### config.mk
export PLATFORM = sky130hd
export DESIGN_NAME = sqc_back
export DESIGN_NICKNAME = d
export VERILOG_FILES = /design/src/rtl/sqc_pkg.sv /design/src/rtl/sqc_back.sv
export SDC_FILE = /design/constraint.sdc
export NUM_CORES = 1
export LEC_CHECK = 0
export BUFFER_PORTS_ARGS = -buffer_cell sky130_fd_sc_hd__buf_4
export CORE_AREA = 4 4 215 217
export DETAILED_ROUTE_END_ITERATION = 10
export DIE_AREA = 0 0 219 221
export SLEW_MARGIN = 20
export SYNTH_ARGS = -nofsm -noshare
export SYNTH_HDL_FRONTEND = slang
export SYNTH_SLANG_ARGS = --single-unit
### constraint.sdc
create_clock -name aclk -period 4.8 [get_ports aclk]
set_input_delay 0.72 -clock aclk [delete_from_list [all_inputs] [get_ports aclk]]
set_output_delay 0.72 -clock aclk [all_outputs]
set_load 0.01 [all_outputs]
### src/rtl/sqc_pkg.sv
// Shared types, constants and arithmetic helpers for the sprite quad corner block.
// Used by every module in rtl/; depends on nothing else.
`timescale 1ns / 1ps

package sqc_pkg;

    // Width of the exact Q32 corner sums.
    localparam int SUM_W = 60;

    // Angle units: 1/64 degree.
    localparam logic [14:0] QUARTER_UNITS = 15'd5760;
    localparam logic [14:0] HALF_UNITS    = 15'd11520;
    localparam logic [14:0] THREEQ_UNITS  = 15'd17280;
    localparam logic [14:0] FULL_UNITS    = 15'd23040;

    // Radians per angle unit in Q30, and one in Q30.
    localparam logic [18:0] RAD_PER_UNIT_Q30 = 19'd292818;
    localparam logic [31:0] Q30_ONE          = 32'h4000_0000;

    // Reciprocals for exact truncating division of 32-bit values by constants.
    localparam int unsigned DIV72_SH = 39;
    localparam int unsigned DIV42_SH = 38;
    localparam int unsigned DIV20_SH = 37;
    localparam int unsigned DIV6_SH  = 35;
    localparam logic [32:0] DIV72_M = 33'(((65'd1 << DIV72_SH) + 65'd71) / 65'd72);
    localparam logic [32:0] DIV42_M = 33'(((65'd1 << DIV42_SH) + 65'd41) / 65'd42);
    localparam logic [32:0] DIV20_M = 33'(((65'd1 << DIV20_SH) + 65'd19) / 65'd20);
    localparam logic [32:0] DIV6_M  = 33'(((65'd1 << DIV6_SH) + 65'd5) / 65'd6);

    typedef struct packed {
        logic signed [31:0] pos_x;
        logic signed [31:0] pos_y;
        logic signed [31:0] size_x;
        logic signed [31:0] size_y;
        logic signed [15:0] scale_x;
        logic signed [15:0] scale_y;
        logic signed [15:0] angle;
        logic signed [31:0] pivot_x;
        logic signed [31:0] pivot_y;
    } sqc_in_t;

    typedef struct packed {
        logic [1:0]         corner_index;
        logic signed [31:0] corner_x;
        logic signed [31:0] corner_y;
        logic               last_corner;
    } sqc_out_t;

    // Four corners of one sprite, unrounded, at Q32.
    typedef struct packed {
        logic signed [SUM_W-1:0] x0;
        logic signed [SUM_W-1:0] x1;
        logic signed [SUM_W-1:0] x2;
        logic signed [SUM_W-1:0] x3;
        logic signed [SUM_W-1:0] y0;
        logic signed [SUM_W-1:0] y1;
        logic signed [SUM_W-1:0] y2;
        logic signed [SUM_W-1:0] y3;
    } sqc_quad_t;

    // Truncating division by a constant as a multiply by its reciprocal.
    function automatic logic [31:0] div_const(input logic [31:0] v, input logic [32:0] m,
                                              input int unsigned sh);
        logic [64:0] prod;
        prod = 65'(v) * 65'(m);
        return 32'(prod >> sh);
    endfunction

    // One Horner step: (x2 * (1 - d)) >> 30.
    function automatic logic [31:0] horner_step(input logic [31:0] x2, input logic [31:0] d);
        logic [30:0] t;
        logic [62:0] prod;
        t    = 31'(Q30_ONE) - d[30:0];
        prod = 63'(x2) * 63'(t);
        return 32'(prod >> 30);
    endfunction

    // Round a Q32 value to Q16.16 and saturate to 32 bits.
    function automatic logic signed [31:0] round_sat(input logic signed [SUM_W-1:0] v);
        logic signed [SUM_W-1:0] r;
        r = (v + SUM_W'(32768)) >>> 16;
        if (r > SUM_W'(32'sh7fff_ffff)) begin
            return 32'sh7fff_ffff;
        end else if (r < SUM_W'(32'sh8000_0000)) begin
            return 32'sh8000_0000;
        end
        return r[31:0];
    endfunction

endpackage

### src/rtl/sqc_back.sv
// Back end: sends each queued sprite's four corners, a word per unstalled cycle.
// Depends on sqc_pkg for types and the round and saturate helper.
`timescale 1ns / 1ps

module sqc_back (
    input  logic               aclk,
    input  logic               aresetn,
    input  logic               q_valid,
    output logic               q_ready,
    input  sqc_pkg::sqc_quad_t q_data,
    output logic               m_valid,
    input  logic               m_ready,
    output sqc_pkg::sqc_out_t  m_data
);

    logic [1:0]                    corner_reg;
    logic                          m_valid_reg, m_valid_next;
    sqc_pkg::sqc_out_t             out_reg;
    logic                          load;
    logic signed [sqc_pkg::SUM_W-1:0] sel_x, sel_y;

    // A new word loads when the output register is empty or being taken.
    assign load    = q_valid && (!m_valid_reg || m_ready);
    assign q_ready = load && (corner_reg == 2'd3);
    assign m_valid = m_valid_reg;
    assign m_data  = out_reg;

    // Pick the current corner.
    always_comb begin
        unique case (corner_reg)
            2'd0: begin
                sel_x = q_data.x0;
                sel_y = q_data.y0;
            end
            2'd1: begin
                sel_x = q_data.x1;
                sel_y = q_data.y1;
            end
            2'd2: begin
                sel_x = q_data.x2;
                sel_y = q_data.y2;
            end
            default: begin
                sel_x = q_data.x3;
                sel_y = q_data.y3;
            end
        endcase
        m_valid_next = load ? 1'b1 : (m_ready ? 1'b0 : m_valid_reg);
    end

    // Corner counter and output valid.
    always_ff @(posedge aclk) begin
        if (!aresetn) begin
            corner_reg  <= '0;
            m_valid_reg <= 1'b0;
        end else begin
            m_valid_reg <= m_valid_next;
            if (load) begin
                corner_reg <= corner_reg + 2'd1;
            end
        end
    end

    // Output word.
    always_ff @(posedge aclk) begin
        if (load) begin
            out_reg.corner_index <= corner_reg;
            out_reg.corner_x     <= sqc_pkg::round_sat(sel_x);
            out_reg.corner_y     <= sqc_pkg::round_sat(sel_y);
            out_reg.last_corner  <= (corner_reg == 2'd3);
        end
    end

endmodule

==> impl_metrics.json, run 1 <==
{
  "ys_seq_area_share_pct": 28.7,
  "clock_skew_ns": 0.00769,
  "power_density_mw_per_mm2": 264,
  "finalWeightedCongestion": 0.898,
  "area_growth_pct": 60.5,
  "grt_pass1_vias": 8451,
  "relSlewSlack_pct": 45.5,
  "viasPerCell": 4.81,
  "slew_violations": 0,
  "nets": 1735,
  "io_buffers": 432,
  "largest_reg_flops": 67,
  "tritoncts": "built",
  "critPathKind": "reg -> reg",
  "die-area_mm2": 0.0484,
  "dp_cells": 1819,
  "final_cells": 1843,
  "drt_iter0_drc": 1145,
  "n_fill_cell": 4824,
  "num_io_pins": 553,
  "drive_gt1_share_pct": 45.4,
  "tns_ns": 0,
  "synth_cells": 826,
  "numCtsBuffers": 9,
  "start_util_pct": 16.4,
  "wl_per_cell_um": 22.0,
  "cp-end-kind": "register",
  "grt_use_total_pct": 15.5,
  "drtPass1Iterations": 11,
  "clk_latency_ns": 0.35,
  "fin_crit_ns": 4.53,
  "chipWidth_um": 219,
  "cp.arrival_ns": 4.71,
  "layout_commonest_cell": "buf_4",
  "grt_pass1_wl_um": 56000,
  "clkTransAtPathRegs_ns": 0.07,
  "async_flop_share_pct": 0,
  "syn_nets": 1316,
  "violations": "DRC",
  "clock_sinks": 70,
  "dieHeight_um": 221,
  "crit_path_start_kind": "register",
  "synth_cell_types": 70,
  "layout_common_cells": "buf_4 (465), a222oi_1 (75), a21oi_1 (69)",
  "finalCritPeriodShare_pct": 94.5,
  "worstPathMaxFanout": 40,
  "syn_area_per_cell_um2": 8.75,
  "drt-total-wl_um": 40500,
  "gr-total-overflow": 0,
  "netlist_area_mm2": 0.00723,
  "tightest_slew_ns": 0.817,
  "finalSetupViolations": 0,
  "cap_violations": 0,
  "critPathRequiredTime_ns": 4.98,
  "ir_drop_mv": 0.146,
  "synth_edf_count": 67,
  "cts_max_path_buffers": 2,
  "coreArea_mm2": 0.0441,
  "rsz0062_at_grt": "false",
  "fmax_mhz": 221,
  "ys.flop_type": "edfxtp_1",
  "root_buffer": "clkbuf_16",
  "drc": 1,
  "hpwlAfterDp_um": 32900,
  "worstHoldPathType": "reg -> reg",
  "ys_seq_elements": 70,
  "status": "complete, but fails checks",
  "cts.htree.levels": 3,
  "antenna_found_initial": 2,
  "vias": 8873,
  "hold_viol_final": 0,
  "grt_max_degree": 45,
  "rows": 77,
  "ant_nets": 0,
  "power_leakage_nw": 4.56,
  "yosysWarnings": 0
}
## routing by layer
layer	track usage, %	wire [um]
met5	0	34
met4	4.67	1010
met3	2.91	2980
met2	24.9	18800
met1	21.2	17700
## kinds of logic after synthesis
kind of cell,count (synthesis),synth area share [%]
buffers and inverters,84,7.67
adders and majority gates,6,1.04
muxes,6,0.848
and+or+nand+nor,288,21.6
AOI/OAI and AO/OA,298,31.3
DFF,70,28.7
xor gates and xnor gates,74,8.97
## path summary, 6_finish.rpt
check                start        end  slack (ns)  cells after the start
max          corner_reg[1]  m_data[1]        0.27                     14
min                m_valid    m_valid        0.52                      2
max reg2reg  corner_reg[1]  m_data[1]        0.27                     14
min reg2reg        m_valid    m_valid        0.52                      2
## worst max-delay path, cell delays in order (launching register included)
cell      delay (ns)
dfxtp_1         0.37
inv_1           0.18
ha_4            0.33
buf_12          0.25
a222oi_1        0.19
a21oi_2         0.35
nand4_1         0.20
or4b_4          0.59
nor4_2          0.26
nand2_1         0.20
xor2_1          0.22
or2_0           0.22
o41a_1          0.47
buf_6           0.21
o21ai_1         0.21
## through the flow
| step | util, % | total power [mW] | cell area (um^2) | hold WS [ns] | worst slack [ns] |
|---|---|---|---|---|---|
| after floorplan | - | 1.62 | 7230 | 0.460 | 0.895 |
| final | 26.3 | 3.07 | 11600 | 0.516 | 0.266 |
| after global placement | 25.3 | 2.26 | 11200 | 0.503 | 0.0558 |
| after global routing | 26.3 | 3.24 | 11600 | 0.535 | 0.0392 |
| after detailed placement | 25.3 | 2.28 | 11200 | 0.504 | 0.0194 |
| after CTS | 26.1 | 3.08 | 11500 | 0.514 | 0.0692 |
## timing repair
item / 4_1_cts / 5_1_grt
pin swaps: 2 / 3
buffers inserted: 2 / 5
gates resized for setup: 0 / 6
setup endpoints to repair: 1 / 62
hold buffers: 0 / 0
## synthesized netlist by cell type (2+ instances only)
library cell / n / area, um^2
nand4_2: 2 / 25.0
nand4_1: 19 / 119
nor4_1: 6 / 37.5
o22ai_1: 3 / 18.8
o21ai_2: 30 / 263
xor2_1: 38 / 333
nor3_1: 16 / 80.1
dfxtp_1: 3 / 60.1
nand3_2: 4 / 40.0
nand3_1: 28 / 140
o31ai_1: 7 / 52.6
nand2b_1: 4 / 25.0
buf_2: 23 / 115
a41o_1: 2 / 20.0
and2_1: 5 / 31.3
o21ai_1: 33 / 165
o21ai_0: 21 / 105
a2bb2oi_2: 5 / 75.1
xnor2_1: 36 / 315
nand3b_1: 4 / 30.0
and3b_1: 2 / 17.5
a22oi_1: 15 / 113
ha_1: 6 / 75.1
a21o_1: 2 / 15.0
buf_4: 10 / 75.1
edfxtp_1: 67 / 2010
a211oi_1: 2 / 15.0
nand2_1: 64 / 240
a2bb2oi_1: 6 / 52.6
a31oi_1: 4 / 25.0
clkbuf_1: 12 / 45.0
a32oi_1: 2 / 17.5
inv_1: 14 / 52.6
buf_6: 23 / 259
a222oi_1: 75 / 751
or2_2: 4 / 25.0
nor2_1: 51 / 191
or3_1: 8 / 50.1
and3_1: 7 / 43.8
a21oi_2: 8 / 70.1
nor2b_1: 51 / 319
mux2i_1: 5 / 50.1
and4_1: 3 / 26.3
a21oi_1: 70 / 350
## power by group
part | leakage (nW) | total (mW) | switching, mW | internal (mW)
combinational | 3.76 | 1.49 | 0.826 | 0.667
sequential | 0.646 | 0.809 | 0.0265 | 0.783
clock | 0.159 | 0.766 | 0.302 | 0.464
total | 4.56 | 3.07 | 1.15 | 1.91
## layout make-up
type / count / area (um^2) / area share [%]
Antenna cell: 1 / 2.50 / 0.0216
Clock inverter: 7 / 105 / 0.906
Sequential cell: 70 / 2070 / 17.9
Timing Repair Buffer: 477 / 3720 / 32.0
Multi-Input combinational cell: 672 / 4680 / 40.4
Tap cell: 592 / 741 / 6.38
Inverter: 15 / 60.1 / 0.518
Clock buffer: 9 / 225 / 1.94
(Power assumes the default switching activity.)
==> run 2: changes to the inputs <==
Settings changed: CORE_AREA 4 4 215 217 to 4 4 212 214, DIE_AREA 0 0 219 221 to 0 0 216 218, PLACE_DENSITY_LB_ADDON set to 0.2.
==> run 2 against run 1 <==
Compared with the run above: the run now ends clean; sequential power is essentially flat; register-to-register slack is essentially flat; global-route usage grew 0.16 points; clock skew grew 0.0028 ns; critical endpoint is now m_data[13]; largest power group unchanged.
==> impl_metrics.json, run 2 (synthesized netlist as in run 1, its figures left out) <==
{
  "min-delay-start": "m_valid",
  "clkTransAtPathRegs_ns": 0.06,
  "cp.arrival_ns": 4.72,
  "nets": 1741,
  "cp-end-kind": "register",
  "root_buffer": "clkbuf_16",
  "start_util_pct": 16.9,
  "fin_crit_ns": 4.54,
  "worstHoldPathType": "reg -> reg",
  "io_buffers": 432,
  "path_delay_family": "simple AND/OR/NAND/NOR gates",
  "die-area_mm2": 0.0471,
  "slowest_stage": "and4_1",
  "numCtsBuffers": 9,
  "drtPass1Iterations": 8,
  "largest_reg_flops": 67,
  "ctsHoldBuffers": 0,
  "layout_commonest_cell": "buf_4",
  "coreArea_mm2": 0.0429,
  "met1_usage_pct": 22.1,
  "grt_use_total_pct": 15.7,
  "area_growth_pct": 61.2,
  "gr-usage-met2_pct": 25.4,
  "cts.htree.levels": 3,
  "wl_per_cell_um": 21.7,
  "num_io_pins": 553,
  "crit_buf_inv": 3,
  "relSlewSlack_pct": 46.5,
  "cpPeakStageDelay_ns": 0.45,
  "gr-total-overflow": 0,
  "critPathKind": "reg -> reg",
  "status": "finished clean",
  "tritoncts": "built",
  "viasPerCell": 4.64,
  "cap_violations": 0,
  "drt_iter0_drc": 691,
  "pre_cts_ws_ns": 0.0578,
  "clk_latency_ns": 0.34,
  "drc": 0,
  "hold_viol_final": 0,
  "layout_common_cells": "buf_4 (468), a222oi_1 (75), a21oi_1 (70)",
  "critPathRequiredTime_ns": 4.98,
  "setup_ws_ns": 0.255,
  "rsz0062_at_grt": "false",
  "grt_pass1_wl_um": 56000,
  "tns_ns": 0,
  "vias": 8543,
  "finalSetupViolations": 0,
  "dieHeight_um": 218,
  "finalWeightedCongestion": 0.897,
  "worstPathMaxFanout": 31,
  "antenna_found_initial": 2,
  "clock_skew_ns": 0.0105,
  "drive_gt1_share_pct": 45.5,
  "ant_nets": 0,
  "hpwlAfterDp_um": 32200,
  "crit_chain": "inv_1 -> ha_4 -> buf_6 -> a222oi_1 -> a21oi_1 -> nand4_1 -> and3b_1 -> and4_1 -> nand3_1 -> xnor2_1 -> or2_0 -> o41a_1 -> buf_12 -> o21ai_1",
  "grt_pass1_vias": 8571,
  "crit_path_start_kind": "register",
  "tightest_slew_ns": 0.802,
  "r2r-start": "corner_reg[0]",
  "power_density_mw_per_mm2": 257,
  "critPathLaunch": "corner_reg[0]",
  "busiest_layer": "met2",
  "met3_usage_pct": 2.91,
  "power_leakage_nw": 4.59,
  "finalCritPeriodShare_pct": 94.7,
  "clock_sinks": 70,
  "cts_max_path_buffers": 2,
  "rows": 76,
  "grt_max_degree": 74,
  "ir_drop_mv": 0.144,
  "chipWidth_um": 216,
  "drt-total-wl_um": 40000,
  "slew_violations": 0,
  "fmax_mhz": 220
}
run 2: cell types whose count changed in the layout (fill, tap and decap cells not counted), moves of 2 or more:
cell        before  now
buf_12           8   10
buf_16           1    3
buf_4          465  468
clkinvlp_4       1    3
inv_6            2    0
run 2: layout make-up:
class | count | area (um^2)
antenna | 1 | 2.50
clock buffer | 10 | 229
clock inverter | 6 | 62.6
timing repair buffer | 483 | 3820
inverter | 15 | 61.3
fill | 4689 | 31200
tap | 585 | 732
multi-input combinational | 672 | 4680
sequential | 70 | 2070
run 2: metal layers:
metal	vias up	wire length, um
li1	4095	-
met1	4129	19000
met2	292	18300
met3	25	2270
met4	2	439
met5	-	13
run 2: path summary, 6_finish.rpt:
kind         cells after the start  slack [ns]    endpoint
max                             14        0.26  m_data[13]
min                              2        0.52     m_valid
max reg2reg                     14        0.26  m_data[13]
min reg2reg                      2        0.52     m_valid
run 2: report_power, final:
group / switching [mW] / internal (mW) / total [mW]
Sequential: 0.0273 / 0.783 / 0.810
Clock: 0.281 / 0.401 / 0.682
Combinational: 0.812 / 0.686 / 1.50
run 2: per-stage QoR:
stage | utilization, % | std cells | instance area [um^2] | hold slack [ns] | total power [mW]
floorplan | - | 826 | 7230 | 0.460 | 1.62
global placement | 26.2 | 1820 | 11200 | 0.506 | 2.28
detailed placement | 26.2 | 1820 | 11200 | 0.519 | 2.29
CTS | 26.9 | 1836 | 11500 | 0.527 | 2.99
global route | 27.2 | 1841 | 11700 | 0.557 | 3.18
finish | 27.2 | 1842 | 11700 | 0.523 | 2.99
run 2: what timing repair did:
action,CTS,global route
buffers inserted,0,5
setup endpoints to repair,0,62
endpoints found under the hold margin,0,0
gates resized for setup,0,4
run 2: worst register-to-register path, delay by kind of cell, from the launching register on:
kind                       cells  cell delay [ns]
adders and majority gates      1             0.37
xor gates and xnor gates       1             0.20
AOI/OAI and AO/OA              4             1.13
buffers and inverters          3             0.63
DFF                            1             0.40
and+or+nand+nor                5             1.66
