### config.mk
export PLATFORM = sky130hd
export DESIGN_NAME = sqc_queue
export DESIGN_NICKNAME = d
export VERILOG_FILES = /design/src/rtl/sqc_pkg.sv /design/src/rtl/sqc_queue.sv
export SDC_FILE = /design/constraint.sdc
export NUM_CORES = 1
export LEC_CHECK = 0
export BUFFER_PORTS_ARGS = -buffer_cell sky130_fd_sc_hd__buf_2
export CORE_AREA = 5 5 372 374
export CTS_BUF_LIST = sky130_fd_sc_hd__clkbuf_4 sky130_fd_sc_hd__clkbuf_8 sky130_fd_sc_hd__clkbuf_16
export CTS_CLUSTER_DIAMETER = 100
export DETAILED_ROUTE_END_ITERATION = 8
export DIE_AREA = 0 0 377 379
export GPL_ROUTABILITY_DRIVEN = 0
export PLACE_DENSITY = 0.52
export SETUP_SLACK_MARGIN = 0.1
export SLEW_MARGIN = 30
export SYNTH_ARGS = -nofsm -noshare
export SYNTH_HDL_FRONTEND = slang
export SYNTH_SLANG_ARGS = --single-unit
### constraint.sdc
create_clock -name aclk -period 10.2 [get_ports aclk]
set_input_delay 0 -clock aclk [delete_from_list [all_inputs] [get_ports aclk]]
set_output_delay 0 -clock aclk [all_outputs]
set_load 0.02 [all_outputs]
### src/rtl/sqc_pkg.sv
// Shared types, constants and arithmetic helpers for the sprite quad corner block.
// Used by every module in rtl/; depends on nothing else.
`timescale 1ns / 1ps

package sqc_pkg;

    // Width of the exact Q32 corner sums.
    localparam int SUM_W = 60;

    // Angle units: 1/64 degree.
    localparam logic [14:0] QUARTER_UNITS = 15'd5760;
    localparam logic [14:0] HALF_UNITS    = 15'd11520;
    localparam logic [14:0] THREEQ_UNITS  = 15'd17280;
    localparam logic [14:0] FULL_UNITS    = 15'd23040;

    // Radians per angle unit in Q30, and one in Q30.
    localparam logic [18:0] RAD_PER_UNIT_Q30 = 19'd292818;
    localparam logic [31:0] Q30_ONE          = 32'h4000_0000;

    // Reciprocals for exact truncating division of 32-bit values by constants.
    localparam int unsigned DIV72_SH = 39;
    localparam int unsigned DIV42_SH = 38;
    localparam int unsigned DIV20_SH = 37;
    localparam int unsigned DIV6_SH  = 35;
    localparam logic [32:0] DIV72_M = 33'(((65'd1 << DIV72_SH) + 65'd71) / 65'd72);
    localparam logic [32:0] DIV42_M = 33'(((65'd1 << DIV42_SH) + 65'd41) / 65'd42);
    localparam logic [32:0] DIV20_M = 33'(((65'd1 << DIV20_SH) + 65'd19) / 65'd20);
    localparam logic [32:0] DIV6_M  = 33'(((65'd1 << DIV6_SH) + 65'd5) / 65'd6);

    typedef struct packed {
        logic signed [31:0] pos_x;
        logic signed [31:0] pos_y;
        logic signed [31:0] size_x;
        logic signed [31:0] size_y;
        logic signed [15:0] scale_x;
        logic signed [15:0] scale_y;
        logic signed [15:0] angle;
        logic signed [31:0] pivot_x;
        logic signed [31:0] pivot_y;
    } sqc_in_t;

    typedef struct packed {
        logic [1:0]         corner_index;
        logic signed [31:0] corner_x;
        logic signed [31:0] corner_y;
        logic               last_corner;
    } sqc_out_t;

    // Four corners of one sprite, unrounded, at Q32.
    typedef struct packed {
        logic signed [SUM_W-1:0] x0;
        logic signed [SUM_W-1:0] x1;
        logic signed [SUM_W-1:0] x2;
        logic signed [SUM_W-1:0] x3;
        logic signed [SUM_W-1:0] y0;
        logic signed [SUM_W-1:0] y1;
        logic signed [SUM_W-1:0] y2;
        logic signed [SUM_W-1:0] y3;
    } sqc_quad_t;

    // Truncating division by a constant as a multiply by its reciprocal.
    function automatic logic [31:0] div_const(input logic [31:0] v, input logic [32:0] m,
                                              input int unsigned sh);
        logic [64:0] prod;
        prod = 65'(v) * 65'(m);
        return 32'(prod >> sh);
    endfunction

    // One Horner step: (x2 * (1 - d)) >> 30.
    function automatic logic [31:0] horner_step(input logic [31:0] x2, input logic [31:0] d);
        logic [30:0] t;
        logic [62:0] prod;
        t    = 31'(Q30_ONE) - d[30:0];
        prod = 63'(x2) * 63'(t);
        return 32'(prod >> 30);
    endfunction

    // Round a Q32 value to Q16.16 and saturate to 32 bits.
    function automatic logic signed [31:0] round_sat(input logic signed [SUM_W-1:0] v);
        logic signed [SUM_W-1:0] r;
        r = (v + SUM_W'(32768)) >>> 16;
        if (r > SUM_W'(32'sh7fff_ffff)) begin
            return 32'sh7fff_ffff;
        end else if (r < SUM_W'(32'sh8000_0000)) begin
            return 32'sh8000_0000;
        end
        return r[31:0];
    endfunction

endpackage

### src/rtl/sqc_queue.sv
// Two-entry queue between the front end and the corner sequencer.
// Depends on sqc_pkg for the corner set type.
`timescale 1ns / 1ps

module sqc_queue (
    input  logic               aclk,
    input  logic               aresetn,
    input  logic               push_valid,
    output logic               push_ready,
    input  sqc_pkg::sqc_quad_t push_data,
    output logic               pop_valid,
    input  logic               pop_ready,
    output sqc_pkg::sqc_quad_t pop_data
);

    localparam logic [1:0] DEPTH = 2'd2;

    sqc_pkg::sqc_quad_t mem_reg [0:1];
    logic [1:0]         count_reg, count_next;
    logic               wr_ptr_reg, rd_ptr_reg;
    logic               do_push, do_pop;

    assign push_ready = (count_reg != DEPTH);
    assign pop_valid  = (count_reg != 2'd0);
    assign pop_data   = mem_reg[rd_ptr_reg];
    assign do_push    = push_valid && push_ready;
    assign do_pop     = pop_valid && pop_ready;

    // Occupancy count.
    always_comb begin
        count_next = count_reg + 2'(do_push) - 2'(do_pop);
    end

    // Pointers and count.
    always_ff @(posedge aclk) begin
        if (!aresetn) begin
            count_reg  <= '0;
            wr_ptr_reg <= 1'b0;
            rd_ptr_reg <= 1'b0;
        end else begin
            count_reg <= count_next;
            if (do_push) begin
                wr_ptr_reg <= !wr_ptr_reg;
            end
            if (do_pop) begin
                rd_ptr_reg <= !rd_ptr_reg;
            end
        end
    end

    // Storage.
    always_ff @(posedge aclk) begin
        if (do_push) begin
            mem_reg[wr_ptr_reg] <= push_data;
        end
    end

endmodule

==> results of run 1 <==
-- metal layers --
metal / vias to the layer above / share of wire
met1: 10678 / 0.37
met4: 6 / 0.026
met5: - / 0.00034
met3: 169 / 0.093
met2: 767 / 0.51
li1: 9869 / -
-- cell families (layout without fill, tap and decap cells) --
logic type | Yosys count | after routing | share of synthesized area
flops | 965 | 965 | 0.831
mux | 480 | 480 | 0.155
buf+inv | 54 | 1993 | 0.00916
simple gates | 15 | 15 | 0.00288
compound gates | 6 | 6 | 0.00129
fa+ha+maj | 1 | 1 | 0.000359
xor+xnor | 1 | 1 | 0.000252
other cells | 0 | 8 | 0
-- where the power goes --
group	switching [mW]	internal (mW)
clock network	1.50	2.13
registers	0.0977	4.82
logic	1.59	1.11
-- Yosys cell counts, drive strengths merged --
cell    number
buf         53
dfxtp        5
a21boi       1
inv          1
xnor2        1
o21ai        2
or2          1
and2         3
nand2b       1
a21bo        1
nand3b       1
nor2b        1
nor4bb       1
edfxtp     960
o21ba        1
nor2         2
and3         3
ha           1
o31ai        1
mux2       480
or4          1
nand3        1
-- worst max path at each step --
stage	startpoint	to	slack (ns)	cells after the start
after global routing	flop	pop_data[413]	6.26	4
after global placement	count_reg[0]$_SDFF_PN0_	mem_reg[0][390]$_DFFE_PP_	6.83	5
after floorplan	count_reg[0]$_SDFF_PN0_	mem_reg[0][0]$_DFFE_PP_	1.79	3
after CTS	flop	pop_data[413]	6.37	4
final	flop	pop_data[413]	6.44	4
after detailed placement	count_reg[0]$_SDFF_PN0_	mem_reg[0][392]$_DFFE_PP_	6.86	5
-- layout make-up --
type | count | area, sq um
inverters | 1 | 7.51
flip-flops and latches | 965 | 28900
repair buffers | 1809 | 13400
clock buffers | 138 | 2880
well taps | 1781 | 2230
clock inverters | 45 | 434
diodes | 8 | 20.0
fillers | 12391 | 81200
multi-input cells | 503 | 5580
==> results.sh, run 1 <==
export IMPL_via_per_inst=4.09
export IMPL_areaGrowthSynthToFinish_pct=53.5
export IMPL_max_vdd_ir_drop_uv=140
export IMPL_power_mw=11.3
export IMPL_finalHoldViolCount=0
export IMPL_crit_arrival_ns=3.76
export IMPL_p_per_area_nw_per_um2=211
export IMPL_dieHeight_um=379
export IMPL_critPathLaunchType="flop"
export IMPL_hold_class="in -> reg"
export IMPL_routed_wirelength_um=99800
export IMPL_whs_endpoint="mem_reg[1][223]$_DFFE_PP_"
export IMPL_cts_resized=0
export IMPL_min_path_cells=2
export IMPL_final_layout_size_suffix_gt1_frac=0.465
export IMPL_gr_usage_met1=0.142
export IMPL_dr_total_vias=21489
export IMPL_relSlewSlack=0.267
export IMPL_grt_ovfl_total=0
export IMPL_yosysWarnings=0
export IMPL_dr_pass1_iters=6
export IMPL_cts_tree="done"
export IMPL_worst_ep_required_time_ns=10.20
export IMPL_drv_slew=0
export IMPL_clk_latency_ns=0.69
export IMPL_status="completed"
export IMPL_grtUsageMet3=0.0515
export IMPL_synthTopCellsByArea="edfxtp_1 (83%), mux2_2 (15%), mux2_1 (0.65%), buf_2 (0.47%), buf_4 (0.43%)"
export IMPL_syn_cell_area_sq_um=34800
export IMPL_wl_per_cell_um=19.0
export IMPL_grt_pass1_vias=23307
export IMPL_rsz0062_at_grt="false"
export IMPL_start_util=0.259
export IMPL_path_cells="buf_4 > buf_12 > mux2_2 > buf_2"
export IMPL_min_delay_start="push_data[223]"
export IMPL_busiest_layer="met2"
export IMPL_cp_end_kind="output port"
export IMPL_antenna_found_initial=20
export IMPL_grt_pass1_wl_um=143000
export IMPL_ys_seq_area_frac=0.831
export IMPL_clock_sinks=965
export IMPL_holdWs_ns=0.0695
export IMPL_dp_final_hpwl_um=66200
export IMPL_reg2reg_from="count_reg[0]$_SDFF_PN0_"
export IMPL_place_ws_ns=6.86
export IMPL_clockBufferDepth=3
export IMPL_p_leak_nw=19.9
export IMPL_ant_nets=0
export IMPL_grt_total_usage=0.132
export IMPL_rrSetupSlack_ns=6.81
export IMPL_fp_row_count=135
export IMPL_post_cts_setup_buffer_count=0
export IMPL_cts_root_buf="clkbuf_16"
export IMPL_cts_htree_levels=3
export IMPL_post_route_util=0.397
export IMPL_skew_ns=0.0258
export IMPL_ys_ff_latch=965
export IMPL_fin_crit_ns=3.76
export IMPL_dp_cells=4228
export IMPL_nNetsFinal=3867
export IMPL_avgSynthCellArea_sq_um=22.9
export IMPL_cap_violations=0
export IMPL_dpl_cell_area_sq_um=41800
export IMPL_hold_buffers=830
export IMPL_grt_util_met2=0.237
export IMPL_drc=0
export IMPL_setup_tns_ns=0
export IMPL_syn_nets=2007
export IMPL_crit_type="reg -> out"
export IMPL_worst_pin_slew_ns=1.10
export IMPL_crit_path_max_incr_delay_ns=0.83
export IMPL_coreArea_sq_um=135000
export IMPL_reg2reg_to="mem_reg[1][290]$_DFFE_PP_"
export IMPL_synth_cells=1522
export IMPL_reg2reg_depth=4
export IMPL_synth_largest_area_cell="edfxtp_1"
export IMPL_dieArea_sq_um=143000
export IMPL_slowest_stage="dfxtp_4"
export IMPL_final_cells=5250
export IMPL_portBuffers=965
export IMPL_cts_buffers=102
export IMPL_fin_area_sq_um=53400
export IMPL_ys_types=26
export IMPL_layout_commonest_cell="buf_2"
export IMPL_die_x_um=377
export IMPL_cp_top_family="buffers and inverters"
export IMPL_clk_pin_slew_ns=0.06
export IMPL_finalCritPeriodShare=0.368
export IMPL_critical_path_max_fanout=131
export IMPL_ios=966
export IMPL_largest_register_ffs=960
export IMPL_layout_common_cells="buf_2 (965), edfxtp_1 (960), dlygate4sd3_1 (831)"
export IMPL_drt_iter0_drc=1063
export IMPL_setup_violations=0
export IMPL_fmax_mhz=266
export IMPL_path_buf_inv=3
export IMPL_yosysTopAreaCellShare=0.828
export IMPL_worst_slack_ns=6.44
export IMPL_grt_max_degree=148
(Power assumes the default switching activity.)
==> run 2, diff against run 1 <==
Clock period 10.2 ns to 3.25 ns, I/O delays scaled along.
==> run 2 against run 1 <==
Worst setup slack worse by 5.8 ns. Clock-buffer cell count is 4 lower. Final cell count grew 1.3%. Critical endpoint is now pop_data[368]. Worst hold slack got worse by 0.0019 ns. Total power increased to 3.2 times the previous value. Highest routed layer unchanged. Die area unchanged. Critical path type unchanged. Via count up 0.87%. Clock power rose to 3.2 times the previous value. Core utilization increased by 0.49 points. First-iteration DRC count down 16%.
==> results.sh, run 2 (synthesis gave the netlist of run 1 again) <==
export IMPL_fillers=12369
export IMPL_grt_util_met2=0.238
export IMPL_clockBufferDepth=3
export IMPL_cts_buffers=104
export IMPL_dieArea_sq_um=143000
export IMPL_hold_class="in -> reg"
export IMPL_grt_total_usage=0.135
export IMPL_layout_common_cells="buf_2 (965), edfxtp_1 (960), dlygate4sd3_1 (849)"
export IMPL_cp_end_kind="output port"
export IMPL_clock_sinks=965
export IMPL_crit_type="reg -> out"
export IMPL_grt_max_degree=100
export IMPL_ant_nets=0
export IMPL_setup_tns_ns=0
export IMPL_layout_commonest_cell="buf_2"
export IMPL_grt_pass1_wl_um=146000
export IMPL_post_route_util=0.402
export IMPL_grtUsageMet3=0.0497
export IMPL_cts_root_buf="clkbuf_16"
export IMPL_crit_path_max_incr_delay_ns=0.56
export IMPL_die_x_um=377
export IMPL_cap_violations=0
export IMPL_path_cells="buf_12 > buf_4 > mux2_2 > buf_2"
export IMPL_largest_register_ffs=960
export IMPL_dieHeight_um=379
export IMPL_rsz0062_at_grt="false"
export IMPL_cts_tree="done"
export IMPL_max_vdd_ir_drop_uv=491
export IMPL_wl_per_cell_um=19.1
export IMPL_drt_iter0_drc=890
export IMPL_path_buf_inv=3
export IMPL_slowest_stage="dfxtp_4"
export IMPL_multi_input_area_sq_um=5580
export IMPL_seqCellArea_sq_um=28900
export IMPL_p_leak_nw=20.2
export IMPL_coreArea_sq_um=135000
export IMPL_dr_total_vias=21675
export IMPL_reg2reg_depth=5
export IMPL_final_layout_size_suffix_gt1_frac=0.467
export IMPL_clk_pin_slew_ns=0.06
export IMPL_routed_wirelength_um=101000
export IMPL_grt_ovfl_total=0
export IMPL_worst_pin_slew_ns=0.819
export IMPL_worst_slack_ns=0.667
export IMPL_dr_pass1_iters=4
export IMPL_crit_arrival_ns=2.58
export IMPL_dp_final_hpwl_um=70400
export IMPL_gr_usage_met1=0.150
export IMPL_holdWs_ns=0.0677
export IMPL_nNetsFinal=3928
export IMPL_finalCritPeriodShare=0.795
export IMPL_clk_latency_ns=0.70
export IMPL_setup_violations=0
export IMPL_fin_area_sq_um=54100
export IMPL_grt_pass1_vias=23570
export IMPL_critical_path_max_fanout=35
export IMPL_relSlewSlack=0.454
export IMPL_ios=966
export IMPL_drv_slew=0
export IMPL_skew_ns=0.0356
export IMPL_busiest_layer="met2"
export IMPL_rrSetupSlack_ns=1.08
export IMPL_portBuffers=965
export IMPL_status="completed"
export IMPL_p_per_area_nw_per_um2=661
export IMPL_start_util=0.259
export IMPL_cp_top_family="buffers and inverters"
export IMPL_post_cts_setup_buffer_count=0
export IMPL_drc=0
export IMPL_fp_row_count=135
export IMPL_areaGrowthSynthToFinish_pct=55.4
export IMPL_worst_ep_required_time_ns=3.25
export IMPL_antenna_found_initial=10
export IMPL_fin_crit_ns=2.58
export IMPL_cts_resized=0
export IMPL_critPathLaunchType="flop"
export IMPL_min_path_cells=2
export IMPL_fmax_mhz=387
export IMPL_cp_depth=4
export IMPL_dpl_cell_area_sq_um=42200
export IMPL_hold_buffers=849
export IMPL_finalHoldViolCount=0
export IMPL_via_per_inst=4.08
export IMPL_place_ws_ns=1.02
export IMPL_cts_htree_levels=3
## run 2: cell type report
cell class,instances,area share
clock inverter,59,0.00953
multi-input combinational,503,0.103
tap,1781,0.0412
timing repair buffer,1868,0.258
clock buffer,134,0.0529
antenna,7,0.000324
sequential,965,0.535
inverter,1,0.000139
## run 2: per-stage QoR
step / power [mW] / std cells
2_1_floorplan: 20.9 / 1522
3_3_place_gp: 23.8 / 4269
3_5_place_dp: 23.8 / 4269
4_1_cts: 36.3 / 5311
5_1_grt: 37.3 / 5317
6_report: 35.7 / 5318
## run 2: final timing paths
check,from,to
max,flop,pop_data[368]
min,push_data[87],mem_reg[1][87]$_DFFE_PP_
max reg2reg,count_reg[0]$_SDFF_PN0_,mem_reg[0][43]$_DFFE_PP_
min reg2reg,rd_ptr_reg$_SDFFE_PN0P_,flop
## run 2: where the power goes
part | total, mW | switching (mW) | internal [mW]
sequential | 15.4 | 0.258 | 15.1
combinational | 8.91 | 5.23 | 3.68
clock | 11.5 | 4.82 | 6.64
## run 2: layer usage
| layer | vias up | wire (um) | share of wire |
|---|---|---|---|
| met5 | - | 14 | 0.00014 |
| li1 | 10006 | - | - |
| met3 | 168 | 8870 | 0.087 |
| met1 | 10747 | 38100 | 0.38 |
| met4 | 4 | 3170 | 0.031 |
| met2 | 750 | 51300 | 0.51 |
==> run 3, diff against run 2 <==
Settings changed: CORE_AREA 5 5 372 374 to 5 5 375 377, DIE_AREA 0 0 377 379 to 0 0 380 382, PLACE_DENSITY 0.52 to 0.5.
Clock period 3.25 ns to 2.45 ns, I/O delays scaled along.
==> run 3 against run 2 <==
Clock power up 35%. Design area up 0.55%. Routed wire length up 1.4%. Non-clock buffer count up 7. Global-route usage about the same. Worst hold slack better by 0.0033 ns. Clock skew down 0.0090 ns. Total power up 34%. Sequential share of layout area down 0.29 points. Critical endpoint is now pop_data[366].
==> results.sh, run 3 (synthesis gave the netlist of run 1 again) <==
export IMPL_status="completed"
export IMPL_drt_iter0_drc=1009
export IMPL_cp_top_family="buffers and inverters"
export IMPL_dieHeight_um=382
export IMPL_drv_slew=0
export IMPL_grt_pass1_vias=23660
export IMPL_max_vdd_ir_drop_uv=637
export IMPL_layout_commonest_cell="buf_2"
export IMPL_path_buf_inv=3
export IMPL_dr_total_vias=21844
export IMPL_via_per_inst=4.09
export IMPL_fin_area_sq_um=54400
export IMPL_ios=966
export IMPL_critical_path_max_fanout=32
export IMPL_nNetsFinal=3937
export IMPL_dpl_cell_area_sq_um=42400
export IMPL_portBuffers=965
export IMPL_cap_violations=0
export IMPL_fmax_mhz=438
export IMPL_slowest_stage="dfxtp_4"
export IMPL_rsz0062_at_grt="true"
export IMPL_routed_wirelength_um=103000
export IMPL_path_cells="buf_16 > buf_6 > mux2_2 > buf_2"
export IMPL_hold_class="in -> reg"
export IMPL_skew_ns=0.0266
export IMPL_cts_buffers=106
export IMPL_finalCritPeriodShare=0.932
export IMPL_critPathLaunchType="flop"
export IMPL_drc=0
export IMPL_finalHoldViolCount=0
export IMPL_antenna_found_initial=16
export IMPL_cp_end_kind="output port"
export IMPL_dieArea_sq_um=145000
export IMPL_grt_pass1_wl_um=149000
export IMPL_start_util=0.254
export IMPL_dp_final_hpwl_um=71200
export IMPL_final_layout_size_suffix_gt1_frac=0.475
export IMPL_relSlewSlack=0.674
export IMPL_grt_total_usage=0.136
export IMPL_final_cells=5343
export IMPL_grt_max_degree=59
export IMPL_grt_ovfl_total=0
export IMPL_crit_path_max_incr_delay_ns=0.40
export IMPL_dr_pass1_iters=5
export IMPL_fin_crit_ns=2.28
export IMPL_dp_cells=4295
export IMPL_coreArea_sq_um=137000
export IMPL_holdWs_ns=0.0709
export IMPL_largest_register_ffs=960
export IMPL_crit_arrival_ns=2.28
export IMPL_setup_violations=0
export IMPL_clk_latency_ns=0.69
export IMPL_fp_row_count=136
export IMPL_cts_root_buf="clkbuf_16"
export IMPL_clk_pin_slew_ns=0.06
export IMPL_cts_tree="done"
export IMPL_layout_common_cells="buf_2 (965), edfxtp_1 (960), dlygate4sd3_1 (838)"
export IMPL_clock_sinks=965
export IMPL_p_per_area_nw_per_um2=881
export IMPL_crit_type="reg -> out"
export IMPL_worst_ep_required_time_ns=2.45
export IMPL_wl_per_cell_um=19.3
export IMPL_p_leak_nw=20.4
export IMPL_clockBufferDepth=3
export IMPL_areaGrowthSynthToFinish_pct=56.2
export IMPL_die_x_um=380
export IMPL_cts_htree_levels=3
export IMPL_worst_pin_slew_ns=0.489
export IMPL_ant_nets=0
-- run 3: cell types whose count changed in the layout (fill, tap and decap cells not counted), sizes merged --
cell,change
clkbuf,+10
clkinv,-8
dlygate4sd3,-11
inv,+2
diode,+1
bufbuf,+1
buf,+17
-- run 3: repair_timing --
action	in CTS	in global routing
setup endpoints to repair	192	64
hold buffers	838	0
cloned	3	0
pin swaps	0	0
hold endpoints to repair	965	0
gates resized for setup	12	0
setup buffers	2	0
-- run 3: metrics by stage --
step / util / TNS (ns) / total power, mW / worst slack (ns)
floorplan: - / -4868.35 / 27.8 / -5.80
global route: 0.398 / 0 / 50.0 / 0.0508
CTS: 0.397 / 0 / 48.6 / 0.0473
global placement: 0.310 / 0 / 31.6 / 0.565
detailed placement: 0.310 / 0 / 31.6 / 0.557
finish: 0.398 / 0 / 47.9 / 0.167
-- run 3: routing by layer --
metal  wire (um)  track usage  part of all wire  up-vias
li1            -            -                 -    10021
met1       39800        0.154              0.39    10883
met2       50700        0.232              0.49      750
met3        8770       0.0495             0.085      182
met4        3570       0.0541             0.035        8
met5          61            0           0.00059        -
-- run 3: worst register-to-register path, delay by kind of cell, from the launching register on --
kind                   cells  cell delay [ns]
buffers and inverters      3             0.90
DFF                        1             0.38
and+or+nand+nor            2             0.29
-- run 3: report_power, final --
part	internal, mW	switching (mW)
registers	20.0	0.318
clock network	9.02	6.43
logic	5.08	7.01
-- run 3: path summary, 6_finish.rpt --
| check | startpoint | to | slack, ns | cells past startpoint |
|---|---|---|---|---|
| min reg2reg | rd_ptr_reg$_SDFFE_PN0P_ | flop | 0.59 | 2 |
| max reg2reg | count_reg[0]$_SDFF_PN0_ | mem_reg[0][21]$_DFFE_PP_ | 0.56 | 5 |
| min | push_data[432] | mem_reg[0][432]$_DFFE_PP_ | 0.07 | 2 |
| max | flop | pop_data[366] | 0.17 | 4 |
-- run 3: area by class of cell --
class | instances | area, sq um
diodes | 8 | 20.0
clock buffers | 144 | 2960
clock inverters | 53 | 480
fillers | 12700 | 82400
inverters | 1 | 7.51
multi-input cells | 503 | 5580
flip-flops and latches | 965 | 28900
well taps | 1794 | 2240
repair buffers | 1875 | 14200
